===== src/design/wtip_pkg.sv =====
package wtip_pkg;

    // field widths fixed by the result format
    localparam int CFG_W     = 26;
    localparam int TOK_LEN_W = 26;
    localparam int LINE_W    = 32;
    localparam int OUT_VAL_W = 64;
    localparam int CFG_IDX_W = 2;

    // register indexes
    localparam logic [CFG_IDX_W-1:0] CFG_MAX_TOKEN    = 2'd0;
    localparam logic [CFG_IDX_W-1:0] CFG_REPORT_LINES = 2'd1;

    localparam logic [CFG_W-1:0] MAX_TOKEN_RESET = CFG_W'(32'd32 << 20);

    // characters of interest
    localparam logic [7:0] CH_TAB   = 8'h09;
    localparam logic [7:0] CH_LF    = 8'h0A;
    localparam logic [7:0] CH_CR    = 8'h0D;
    localparam logic [7:0] CH_SPACE = 8'h20;
    localparam logic [7:0] CH_PLUS  = 8'h2B;
    localparam logic [7:0] CH_MINUS = 8'h2D;
    localparam logic [7:0] CH_ZERO  = 8'h30;
    localparam logic [7:0] CH_NINE  = 8'h39;

    typedef enum logic [1:0] {
        EV_TOKEN      = 2'd0,
        EV_EMPTY_LINE = 2'd1,
        EV_TOO_LONG   = 2'd2,
        EV_END        = 2'd3
    } t_event;

    typedef struct packed {
        t_event                 event_res;
        logic [TOK_LEN_W-1:0]   token_length;
        logic [LINE_W-1:0]      line_number;
        logic                   long_ok;
        logic [OUT_VAL_W-1:0]   long_value;
        logic                   ulong_ok;
        logic [OUT_VAL_W-1:0]   ulong_value;
        logic                   int_ok;
        logic                   uint_ok;
        logic                   last;
    } t_result;

endpackage


===== src/design/wtip_in_if.sv =====
interface wtip_in_if;
    logic       valid;
    logic       ready;
    logic [7:0] byte_req;
    logic       end_of_stream;

    modport source (output valid, output byte_req, output end_of_stream, input ready);
    modport sink   (input valid, input byte_req, input end_of_stream, output ready);
endinterface


===== src/design/wtip_out_if.sv =====
interface wtip_out_if;
    logic                                     valid;
    logic                                     ready;
    wtip_pkg::t_event                         event_res;
    logic [wtip_pkg::TOK_LEN_W-1:0]           token_length;
    logic [wtip_pkg::LINE_W-1:0]              line_number;
    logic                                     long_ok;
    logic signed [wtip_pkg::OUT_VAL_W-1:0]    long_value;
    logic                                     ulong_ok;
    logic [wtip_pkg::OUT_VAL_W-1:0]           ulong_value;
    logic                                     int_ok;
    logic                                     uint_ok;
    logic                                     last;

    modport source (
        output valid, output event_res, output token_length, output line_number,
        output long_ok, output long_value, output ulong_ok, output ulong_value,
        output int_ok, output uint_ok, output last,
        input ready
    );
    modport sink (
        input valid, input event_res, input token_length, input line_number,
        input long_ok, input long_value, input ulong_ok, input ulong_value,
        input int_ok, input uint_ok, input last,
        output ready
    );
endinterface


===== src/design/whitespace_tokenizer_int_parse.sv =====
// Whitespace tokenizer with decimal integer parsing. One byte (or an
// end-of-stream mark) is taken per cycle while the result queue has room; the
// tokenizer state and the multiply-by-ten accumulator update in the cycle of
// acceptance, and the results of that item are written into a four-entry
// result queue that feeds the output. An item gives zero, one or two results;
// an item with two results (a token closed by end of stream or by a newline
// with line reporting on) takes two queue slots, so the sustained rate is one
// item per cycle as long as the results per item average one or less and the
// receiver does not stall. Input is held off while fewer than two queue slots
// are free. After a too-long token the block keeps taking items and drops them
// until reset. No clearing pass is needed after reset.
module whitespace_tokenizer_int_parse #(
    parameter int VALUE_BITS  = 64,
    parameter int LENGTH_BITS = 26
) (
    input  logic                              i_clk,
    input  logic                              i_rst_n,
    input  logic                              i_cfg_we,
    input  logic [wtip_pkg::CFG_IDX_W-1:0]    i_cfg_idx,
    input  logic [wtip_pkg::CFG_W-1:0]        i_cfg_data,
    wtip_in_if.sink                           i_in,
    wtip_out_if.source                        o_out
);

    localparam int PW     = VALUE_BITS + 4;
    localparam int LIM_W  = (LENGTH_BITS > wtip_pkg::CFG_W) ? LENGTH_BITS : wtip_pkg::CFG_W;
    localparam int DEPTH  = 4;
    localparam int PTR_W  = $clog2(DEPTH);
    localparam int CNT_W  = $clog2(DEPTH + 1);

    // configuration
    logic [wtip_pkg::CFG_W-1:0] r_max_tok;
    logic                       r_report;

    // tokenizer state
    logic                       r_in_tok, n_in_tok;
    logic [LENGTH_BITS-1:0]     r_cnt, n_cnt;
    logic [wtip_pkg::LINE_W-1:0] r_line, n_line;
    logic [VALUE_BITS-1:0]      r_mag, n_mag;
    logic                       r_neg, n_neg;
    logic                       r_digit, n_digit;
    logic                       r_bad, n_bad;
    logic                       r_ovf, n_ovf;
    logic                       r_err, n_err;

    // result queue
    wtip_pkg::t_result          r_fifo [DEPTH];
    logic [PTR_W-1:0]           r_wp, r_rp;
    logic [CNT_W-1:0]           r_count;

    logic                       acc, pop;
    logic [1:0]                 n_push;
    wtip_pkg::t_result          res_a, res_b, tok_res, second;
    logic                       emit_tok, emit_second;

    logic [7:0]                 ch;
    logic                       is_ws, is_digit, is_sign;
    logic [LENGTH_BITS-1:0]     cur_cnt;
    logic [VALUE_BITS-1:0]      cur_mag;
    logic                       cur_ovf;
    logic [PW-1:0]              prod;
    logic [LIM_W-1:0]           lim_cfg, lim_len, limit;
    logic [wtip_pkg::OUT_VAL_W-1:0] mag64;
    logic                       valid_num, lok, uok, min_neg;

    assign acc = i_in.valid && i_in.ready;
    assign pop = o_out.valid && o_out.ready;
    assign i_in.ready = (r_count <= CNT_W'(DEPTH - 2));

    // configuration writes
    always_ff @(posedge i_clk) begin
        if (!i_rst_n) begin
            r_max_tok <= wtip_pkg::MAX_TOKEN_RESET;
            r_report  <= 1'b0;
        end else if (i_cfg_we) begin
            unique case (i_cfg_idx)
                wtip_pkg::CFG_MAX_TOKEN:    r_max_tok <= i_cfg_data;
                wtip_pkg::CFG_REPORT_LINES: r_report  <= i_cfg_data[0];
                default: ;
            endcase
        end
    end

    // token parse results from the current state
    always_comb begin
        mag64     = wtip_pkg::OUT_VAL_W'(r_mag);
        valid_num = r_digit && !r_bad && !r_ovf;
        min_neg   = (r_mag == {1'b1, {(VALUE_BITS-1){1'b0}}});
        lok       = valid_num && (r_neg ? (!r_mag[VALUE_BITS-1] || min_neg)
                                        : !r_mag[VALUE_BITS-1]);
        uok       = valid_num && !r_neg;

        tok_res              = '0;
        tok_res.event_res    = wtip_pkg::EV_TOKEN;
        tok_res.token_length = wtip_pkg::TOK_LEN_W'(LIM_W'(r_cnt));
        tok_res.line_number  = r_line;
        tok_res.long_ok      = lok;
        tok_res.long_value   = lok ? (r_neg ? (64'd0 - mag64) : mag64) : '0;
        tok_res.ulong_ok     = uok;
        tok_res.ulong_value  = uok ? mag64 : '0;
        tok_res.int_ok       = lok && (r_neg ? (mag64 <= 64'h0000_0000_8000_0000)
                                             : (mag64 <= 64'h0000_0000_7FFF_FFFF));
        tok_res.uint_ok      = uok && (mag64 <= 64'h0000_0000_FFFF_FFFF);
        tok_res.last         = 1'b0;
    end

    // per-item state update and result selection
    always_comb begin
        ch       = i_in.byte_req;
        is_ws    = (ch == wtip_pkg::CH_SPACE) || (ch == wtip_pkg::CH_TAB) ||
                   (ch == wtip_pkg::CH_CR) || (ch == wtip_pkg::CH_LF);
        is_digit = (ch >= wtip_pkg::CH_ZERO) && (ch <= wtip_pkg::CH_NINE);
        is_sign  = (ch == wtip_pkg::CH_PLUS) || (ch == wtip_pkg::CH_MINUS);

        // a new token starts from cleared fields
        cur_cnt = r_in_tok ? r_cnt : '0;
        cur_mag = r_in_tok ? r_mag : '0;
        cur_ovf = r_in_tok && r_ovf;

        prod = PW'({cur_mag, 3'b000}) + PW'({cur_mag, 1'b0}) + PW'(ch[3:0]);

        lim_cfg = LIM_W'(r_max_tok);
        lim_len = LIM_W'({LENGTH_BITS{1'b1}});
        limit   = (lim_cfg < lim_len) ? lim_cfg : lim_len;

        n_in_tok = r_in_tok;
        n_cnt    = r_cnt;
        n_line   = r_line;
        n_mag    = r_mag;
        n_neg    = r_neg;
        n_digit  = r_digit;
        n_bad    = r_bad;
        n_ovf    = r_ovf;
        n_err    = r_err;

        emit_tok    = 1'b0;
        emit_second = 1'b0;
        second      = '0;
        second.line_number = r_line;

        if (acc && !r_err) begin
            if (i_in.end_of_stream) begin
                emit_tok         = r_in_tok;
                n_in_tok         = 1'b0;
                emit_second      = 1'b1;
                second.event_res = wtip_pkg::EV_END;
            end else if (is_ws) begin
                emit_tok = r_in_tok;
                n_in_tok = 1'b0;
                if (ch == wtip_pkg::CH_LF) begin
                    if (r_line != '1) begin
                        n_line = r_line + 1'b1;
                    end
                    if (r_report) begin
                        emit_second        = 1'b1;
                        second.event_res   = wtip_pkg::EV_EMPTY_LINE;
                        second.line_number = n_line;
                    end
                end
            end else begin
                n_in_tok = 1'b1;
                n_cnt    = cur_cnt;
                n_mag    = cur_mag;
                n_neg    = r_in_tok && r_neg;
                n_digit  = r_in_tok && r_digit;
                n_bad    = r_in_tok && r_bad;
                n_ovf    = cur_ovf;
                if (LIM_W'(cur_cnt) >= limit) begin
                    n_err            = 1'b1;
                    n_in_tok         = 1'b0;
                    emit_second      = 1'b1;
                    second.event_res = wtip_pkg::EV_TOO_LONG;
                end else begin
                    priority if ((cur_cnt == '0) && is_sign) begin
                        n_neg = (ch == wtip_pkg::CH_MINUS);
                    end else if (is_digit) begin
                        n_digit = 1'b1;
                        if (!cur_ovf) begin
                            if (|prod[PW-1:VALUE_BITS]) begin
                                n_ovf = 1'b1;
                            end else begin
                                n_mag = prod[VALUE_BITS-1:0];
                            end
                        end
                    end else begin
                        n_bad = 1'b1;
                    end
                    n_cnt = cur_cnt + 1'b1;
                end
            end
        end

        // order results and mark the final one
        second.last = 1'b1;
        res_b       = second;
        if (emit_tok) begin
            res_a      = tok_res;
            res_a.last = !emit_second;
            n_push     = emit_second ? 2'd2 : 2'd1;
        end else begin
            res_a  = second;
            n_push = emit_second ? 2'd1 : 2'd0;
        end
    end

    // state registers
    always_ff @(posedge i_clk) begin
        if (!i_rst_n) begin
            r_in_tok <= 1'b0;
            r_cnt    <= '0;
            r_line   <= wtip_pkg::LINE_W'(1);
            r_mag    <= '0;
            r_neg    <= 1'b0;
            r_digit  <= 1'b0;
            r_bad    <= 1'b0;
            r_ovf    <= 1'b0;
            r_err    <= 1'b0;
        end else begin
            r_in_tok <= n_in_tok;
            r_cnt    <= n_cnt;
            r_line   <= n_line;
            r_mag    <= n_mag;
            r_neg    <= n_neg;
            r_digit  <= n_digit;
            r_bad    <= n_bad;
            r_ovf    <= n_ovf;
            r_err    <= n_err;
        end
    end

    // result queue pointers
    always_ff @(posedge i_clk) begin
        if (!i_rst_n) begin
            r_wp    <= '0;
            r_rp    <= '0;
            r_count <= '0;
        end else begin
            r_wp    <= r_wp + PTR_W'(n_push);
            r_rp    <= r_rp + PTR_W'(pop);
            r_count <= r_count + CNT_W'(n_push) - CNT_W'(pop);
        end
    end

    // result queue storage
    always_ff @(posedge i_clk) begin
        if (n_push != 2'd0) begin
            r_fifo[r_wp] <= res_a;
        end
        if (n_push == 2'd2) begin
            r_fifo[r_wp + PTR_W'(1)] <= res_b;
        end
    end

    // output side
    assign o_out.valid        = (r_count != '0);
    assign o_out.event_res    = r_fifo[r_rp].event_res;
    assign o_out.token_length = r_fifo[r_rp].token_length;
    assign o_out.line_number  = r_fifo[r_rp].line_number;
    assign o_out.long_ok      = r_fifo[r_rp].long_ok;
    assign o_out.long_value   = r_fifo[r_rp].long_value;
    assign o_out.ulong_ok     = r_fifo[r_rp].ulong_ok;
    assign o_out.ulong_value  = r_fifo[r_rp].ulong_value;
    assign o_out.int_ok       = r_fifo[r_rp].int_ok;
    assign o_out.uint_ok      = r_fifo[r_rp].uint_ok;
    assign o_out.last         = r_fifo[r_rp].last;

    // queue never overfills
    a_count_bound: assert property (@(posedge i_clk) disable iff (!i_rst_n)
        r_count <= CNT_W'(DEPTH))
        else $error("result queue count beyond depth");

    // an item is only taken with room for two results
    a_room: assert property (@(posedge i_clk) disable iff (!i_rst_n)
        acc |-> (r_count <= CNT_W'(DEPTH - 2)))
        else $error("item accepted without queue room");

    // nothing is produced once the sticky error is set
    a_stuck_silent: assert property (@(posedge i_clk) disable iff (!i_rst_n)
        r_err |-> (n_push == 2'd0))
        else $error("result produced after too-long error");

    // a newline advances the line count until saturation
    a_line_bump: assert property (@(posedge i_clk) disable iff (!i_rst_n)
        (acc && !r_err && !i_in.end_of_stream && (i_in.byte_req == wtip_pkg::CH_LF) &&
         (r_line != '1)) |=> (r_line == $past(r_line) + 1'b1))
        else $error("line count did not advance on newline");

    // the sticky error stays until reset
    a_err_sticky: assert property (@(posedge i_clk) disable iff (!i_rst_n)
        r_err |=> r_err)
        else $error("sticky error cleared without reset");

endmodule


===== src/flat_wrapper.sv =====
// flat-port wrapper written by rule: the top's interface ports become plain ports
module whitespace_tokenizer_int_parse_flat 
#(
    parameter int VALUE_BITS  = 64,
    parameter int LENGTH_BITS = 26
)
  (i_clk, i_rst_n, i_cfg_we, i_cfg_idx, i_cfg_data, i_in_valid, i_in_byte_req, i_in_end_of_stream, i_in_ready, o_out_valid, o_out_event_res, o_out_token_length, o_out_line_number, o_out_long_ok, o_out_long_value, o_out_ulong_ok, o_out_ulong_value, o_out_int_ok, o_out_uint_ok, o_out_last, o_out_ready);
  wtip_in_if i_in_i ();
  wtip_out_if o_out_i ();
  input  logic i_clk;
  input  logic i_rst_n;
  input  logic i_cfg_we;
  input  logic [wtip_pkg::CFG_IDX_W-1:0] i_cfg_idx;
  input  logic [wtip_pkg::CFG_W-1:0] i_cfg_data;
  input wire logic [$bits(i_in_i.valid)-1:0] i_in_valid;
  input wire logic [$bits(i_in_i.byte_req)-1:0] i_in_byte_req;
  input wire logic [$bits(i_in_i.end_of_stream)-1:0] i_in_end_of_stream;
  output wire logic [$bits(i_in_i.ready)-1:0] i_in_ready;
  output wire logic [$bits(o_out_i.valid)-1:0] o_out_valid;
  output wire logic [$bits(o_out_i.event_res)-1:0] o_out_event_res;
  output wire logic [$bits(o_out_i.token_length)-1:0] o_out_token_length;
  output wire logic [$bits(o_out_i.line_number)-1:0] o_out_line_number;
  output wire logic [$bits(o_out_i.long_ok)-1:0] o_out_long_ok;
  output wire logic [$bits(o_out_i.long_value)-1:0] o_out_long_value;
  output wire logic [$bits(o_out_i.ulong_ok)-1:0] o_out_ulong_ok;
  output wire logic [$bits(o_out_i.ulong_value)-1:0] o_out_ulong_value;
  output wire logic [$bits(o_out_i.int_ok)-1:0] o_out_int_ok;
  output wire logic [$bits(o_out_i.uint_ok)-1:0] o_out_uint_ok;
  output wire logic [$bits(o_out_i.last)-1:0] o_out_last;
  input wire logic [$bits(o_out_i.ready)-1:0] o_out_ready;
  assign i_in_i.valid = i_in_valid;
  assign i_in_i.byte_req = i_in_byte_req;
  assign i_in_i.end_of_stream = i_in_end_of_stream;
  assign i_in_ready = i_in_i.ready;
  assign o_out_valid = o_out_i.valid;
  assign o_out_event_res = o_out_i.event_res;
  assign o_out_token_length = o_out_i.token_length;
  assign o_out_line_number = o_out_i.line_number;
  assign o_out_long_ok = o_out_i.long_ok;
  assign o_out_long_value = o_out_i.long_value;
  assign o_out_ulong_ok = o_out_i.ulong_ok;
  assign o_out_ulong_value = o_out_i.ulong_value;
  assign o_out_int_ok = o_out_i.int_ok;
  assign o_out_uint_ok = o_out_i.uint_ok;
  assign o_out_last = o_out_i.last;
  assign o_out_i.ready = o_out_ready;
  whitespace_tokenizer_int_parse #(.VALUE_BITS(VALUE_BITS), .LENGTH_BITS(LENGTH_BITS)) u_core (.i_clk(i_clk), .i_rst_n(i_rst_n), .i_cfg_we(i_cfg_we), .i_cfg_idx(i_cfg_idx), .i_cfg_data(i_cfg_data), .i_in(i_in_i), .o_out(o_out_i));
endmodule

===== config.mk =====
export PLATFORM = sky130hd
export DESIGN_NAME = whitespace_tokenizer_int_parse_flat
export DESIGN_NICKNAME = d
export VERILOG_FILES = /design/src/design/wtip_pkg.sv /design/src/design/wtip_in_if.sv /design/src/design/wtip_out_if.sv /design/src/design/whitespace_tokenizer_int_parse.sv /design/src/flat_wrapper.sv
export SDC_FILE = /design/constraint.sdc
export NUM_CORES = 2
export LEC_CHECK = 0
export ABC_AREA = 1
export BUFFER_PORTS_ARGS = -buffer_cell sky130_fd_sc_hd__buf_2
export CAP_MARGIN = 40
export CELL_PAD_IN_SITES_DETAIL_PLACEMENT = 0
export CELL_PAD_IN_SITES_GLOBAL_PLACEMENT = 2
export CORE_MARGIN = 2
export CORE_UTILIZATION = 36
export DETAILED_ROUTE_END_ITERATION = 10
export MAX_ROUTING_LAYER = met4
export PLACE_DENSITY_LB_ADDON = 0.25
export SETUP_SLACK_MARGIN = 0.3
export SLEW_MARGIN = 15
export SYNTH_ARGS = -nofsm -noshare
export SYNTH_HDL_FRONTEND = slang
export SYNTH_SLANG_ARGS = --single-unit

===== constraint.sdc =====
create_clock -name i_clk -period 5.7 [get_ports i_clk]
set_input_delay 0.855 -clock i_clk [delete_from_list [all_inputs] [get_ports i_clk]]
set_output_delay 0.855 -clock i_clk [all_outputs]
set_load 0.02 [all_outputs]

==> flow_summary.ini <==
[outcome]
status = completed

[place]
dpl_cell_area_sq_um = 52940
hpwl_um = 131800
gp_routability_congestion = 0.9324
portBuffers = 236

[layout]
area_growth_pct = 13.16
finalNetCount = 7424
final_common_cell = nand2_1
stdcell_area_sq_um = 56740
drive_above_1_share_pct = 9.346
fill_cells = 14710
mostFrequentLayoutCells = 1910 x nand2_1, 1082 x o21ai_0, 794 x dfxtp_1

[clock_tree]
cts_htree_levels = 3
cts_hold_buffers = 0
cts.sinks = 934
ctsResizeCount = 0
clockBufferDepth = 3
clkSlewWorstSetupHoldPaths_ns = 0.06
cts_buffers = 108
clock_latency_ns = 0.74
cts_setup_buffers = 0
cts_tree = yes
cts_root_buf = clkbuf_16

[detailed_routing]
post_drt_wl_per_cell_um = 21.44
first_pass_iters = 5
vias = 49160
viasPerCell = 5.401
ant_nets = 0
totalWireLength_um = 195200
initialDrtViolationCount = 4478
drc_errors = 0

[setup_path]
cp-start-kind = flip-flop
worstSetupPathType = flip-flop to flip-flop
worstPathMaxFanout = 61
cp.arrival_ns = 5.60
r2r_start = u_core.r_in_tok
required_ns = 6.34
r2r_slack_ns = 0.74
reg2reg_depth = 23
reg2reg_to = u_core.r_fifo[1][76]
critical_path.endpoint_type = flip-flop

[synthesis]
ys_async_sr_fraction_pct = 0
syn_area_per_cell_sq_um = 6.942
synth_top_family_by_area = simple AND/OR/NAND/NOR gates
netlist_area_sq_um = 50140
synth_cell_type_count = 61
synthAdderAreaFrac_pct = 4.237
synth.ff_latch_count = 934
syn_inst = 7223
yosys.area_share.simple_pct = 25.72
muxShareOfSynthArea_pct = 0.01996
syn_nets = 7433
synth_compound_area_share_pct = 19.74
ys_seq_area_share_pct = 40.01
synth_edf_count = 136
yosys_warnings = 0
synth_flop_cell = dfxtp_1
synthXorXnorAreaFrac_pct = 2.341

[power]
leakagePower_nw = 24.31
powerDensity_nw_per_um2 = 353.6
peakVddDrop_uv = 250.8

[sta]
hold_violations = 0
setup_violations = 0
rsz0062_at_grt = no
tns_ns = 0
worstMarginPinSlew_ns = 0.9573
max_freq_mhz = 201.5
finClkSkew_ns = 0.04278
fin_crit_sh_pct = 87.05
drv_slew = 0
max_slew_margin_pct = 36.18
fin_crit_ns = 4.962

[min_path]
hold_depth = 3
hold_class = input port to flip-flop
hold_end = u_core.lim_cfg[25]
hold_start = i_cfg_data[25]

[die]
core-area_sq_um = 137800
die_area_sq_um = 142300
die_w_um = 377.2
start_util_pct = 36.38
rows = 136
die_h_um = 377.2
io_pins = 237

[grt]
grt_pass1_wl_um = 295300
grt_pass1_vias = 46350
grt_usage_pct = 27.70
grt_max_degree = 163
overflow = 0
antenna_found_initial = 5

[run]
cap_violations = 0
where the power goes:
part           internal (mW)  switching, mW  total [mW]
combinational           1.49           4.19        5.68
clock                   4.41           2.96        7.37
sequential              6.83          0.181        7.01
total                   12.7           7.34        20.1
kinds of logic (layout without fill, tap and decap cells):
group                    after synthesis  after routing
other                                  0              1
AND/OR/NAND/NOR                     3145           3145
buffers and inverters               1007           1092
AO/OA/AOI/OAI                       1834           1834
multiplexers                           1              1
adder cells (fa/ha/maj)              168            168
XOR/XNOR                             134            134
flip-flops                           934            934
critical path, cell delays in order (launching register included):
cell and delay, ns:
dfxtp_4 0.72, nand2_1 0.26, inv_1 0.13, ha_1 0.25, nand2_1 0.12, o21ai_0 0.13
a21oi_1 0.13, nand2_1 0.08, nand3_1 0.07, nand3_1 0.32, nand2_1 0.17, inv_1 0.07
o21ai_0 0.32, inv_1 0.12, ha_1 0.23, nand2_1 0.12, nor2_2 0.04, buf_4 0.25
clkinv_1 0.10, nand2_2 0.09, inv_6 0.54, buf_4 0.38, nand2_1 0.07, o21ai_0 0.08
metal layers:
layer / share of wire, % / GRT usage (%)
met5: 0 / -
met4: 1.8 / 5.706
met3: 5.6 / 2.986
met2: 44 / 41.63
met1: 49 / 40.01
stage by stage:
stage | util (%) | total power [mW] | setup WS, ns | cells | hold WS, ns
floorplan | - | 10.49 | 1.099 | 7223 | 0.4209
global placement | 38.29 | 12.81 | 0.8228 | 8890 | 0.4322
detailed placement | 38.41 | 12.84 | 0.7759 | 8897 | 0.4346
CTS | 41.14 | 20.22 | 0.7546 | 9101 | 0.3241
global route | 41.16 | 20.90 | 0.3822 | 9102 | 0.3520
finish | 41.17 | 20.06 | 0.7382 | 9103 | 0.3698
layout make-up:
| type | instances | area (sq um) | share of cell area [%] |
|---|---|---|---|
| sequential | 934 | 20070 | 35.37 |
| tap | 1794 | 2245 | 3.956 |
| timing repair buffer | 347 | 2422 | 4.269 |
| inverter | 541 | 2086 | 3.676 |
| antenna | 1 | 2.502 | 0.004410 |
| clock buffer | 150 | 3118 | 5.495 |
| clock inverter | 54 | 649.4 | 1.144 |
| multi-input combinational | 5282 | 26150 | 46.08 |
worst max path at each step:
stage | start | endpoint | slack [ns] | depth (start not counted)
floorplan | i_in_byte_req[7] | u_core.r_fifo[2][72] | 1.10 | 18
CTS | u_core.r_in_tok | u_core.r_fifo[0][88] | 0.75 | 20
global route | u_core.r_in_tok | u_core.r_fifo[2][25] | 0.38 | 23
global placement | u_core.r_in_tok | u_core.r_fifo[0][75] | 0.82 | 20
finish | u_core.r_in_tok | u_core.r_fifo[1][76] | 0.74 | 23
detailed placement | u_core.r_in_tok | u_core.r_fifo[1][115] | 0.78 | 23
synth_stat cells, types with 38 or more instances:
cell | count | area [sq um]
nor3_1 | 69 | 345.3
edfxtp_1 | 136 | 4084
nor2_1 | 743 | 2789
nand4_1 | 45 | 281.5
nand3_1 | 234 | 1171
buf_2 | 38 | 190.2
o22ai_1 | 246 | 1539
inv_1 | 507 | 1903
a21oi_1 | 313 | 1567
dfxtp_1 | 798 | 15980
ha_1 | 165 | 2064
nand2_1 | 1915 | 7188
o21ai_1 | 71 | 355.3
o21ai_0 | 1082 | 5415
xnor2_1 | 60 | 525.5
xor2_1 | 74 | 648.1
clkbuf_1 | 389 | 1460
state kept, by name (all words and copies together), names as in the netlist, 2 cells and up:
signal	count
u_core.mag64	64
u_core.r_fifo	772
u_core.r_line	32
u_core.lim_cfg	26
u_core.r_wp	2
u_core.r_rp	2
u_core.r_count	3
u_core.r_cnt	26
Note: power is estimated with default switching activity, not from simulation.
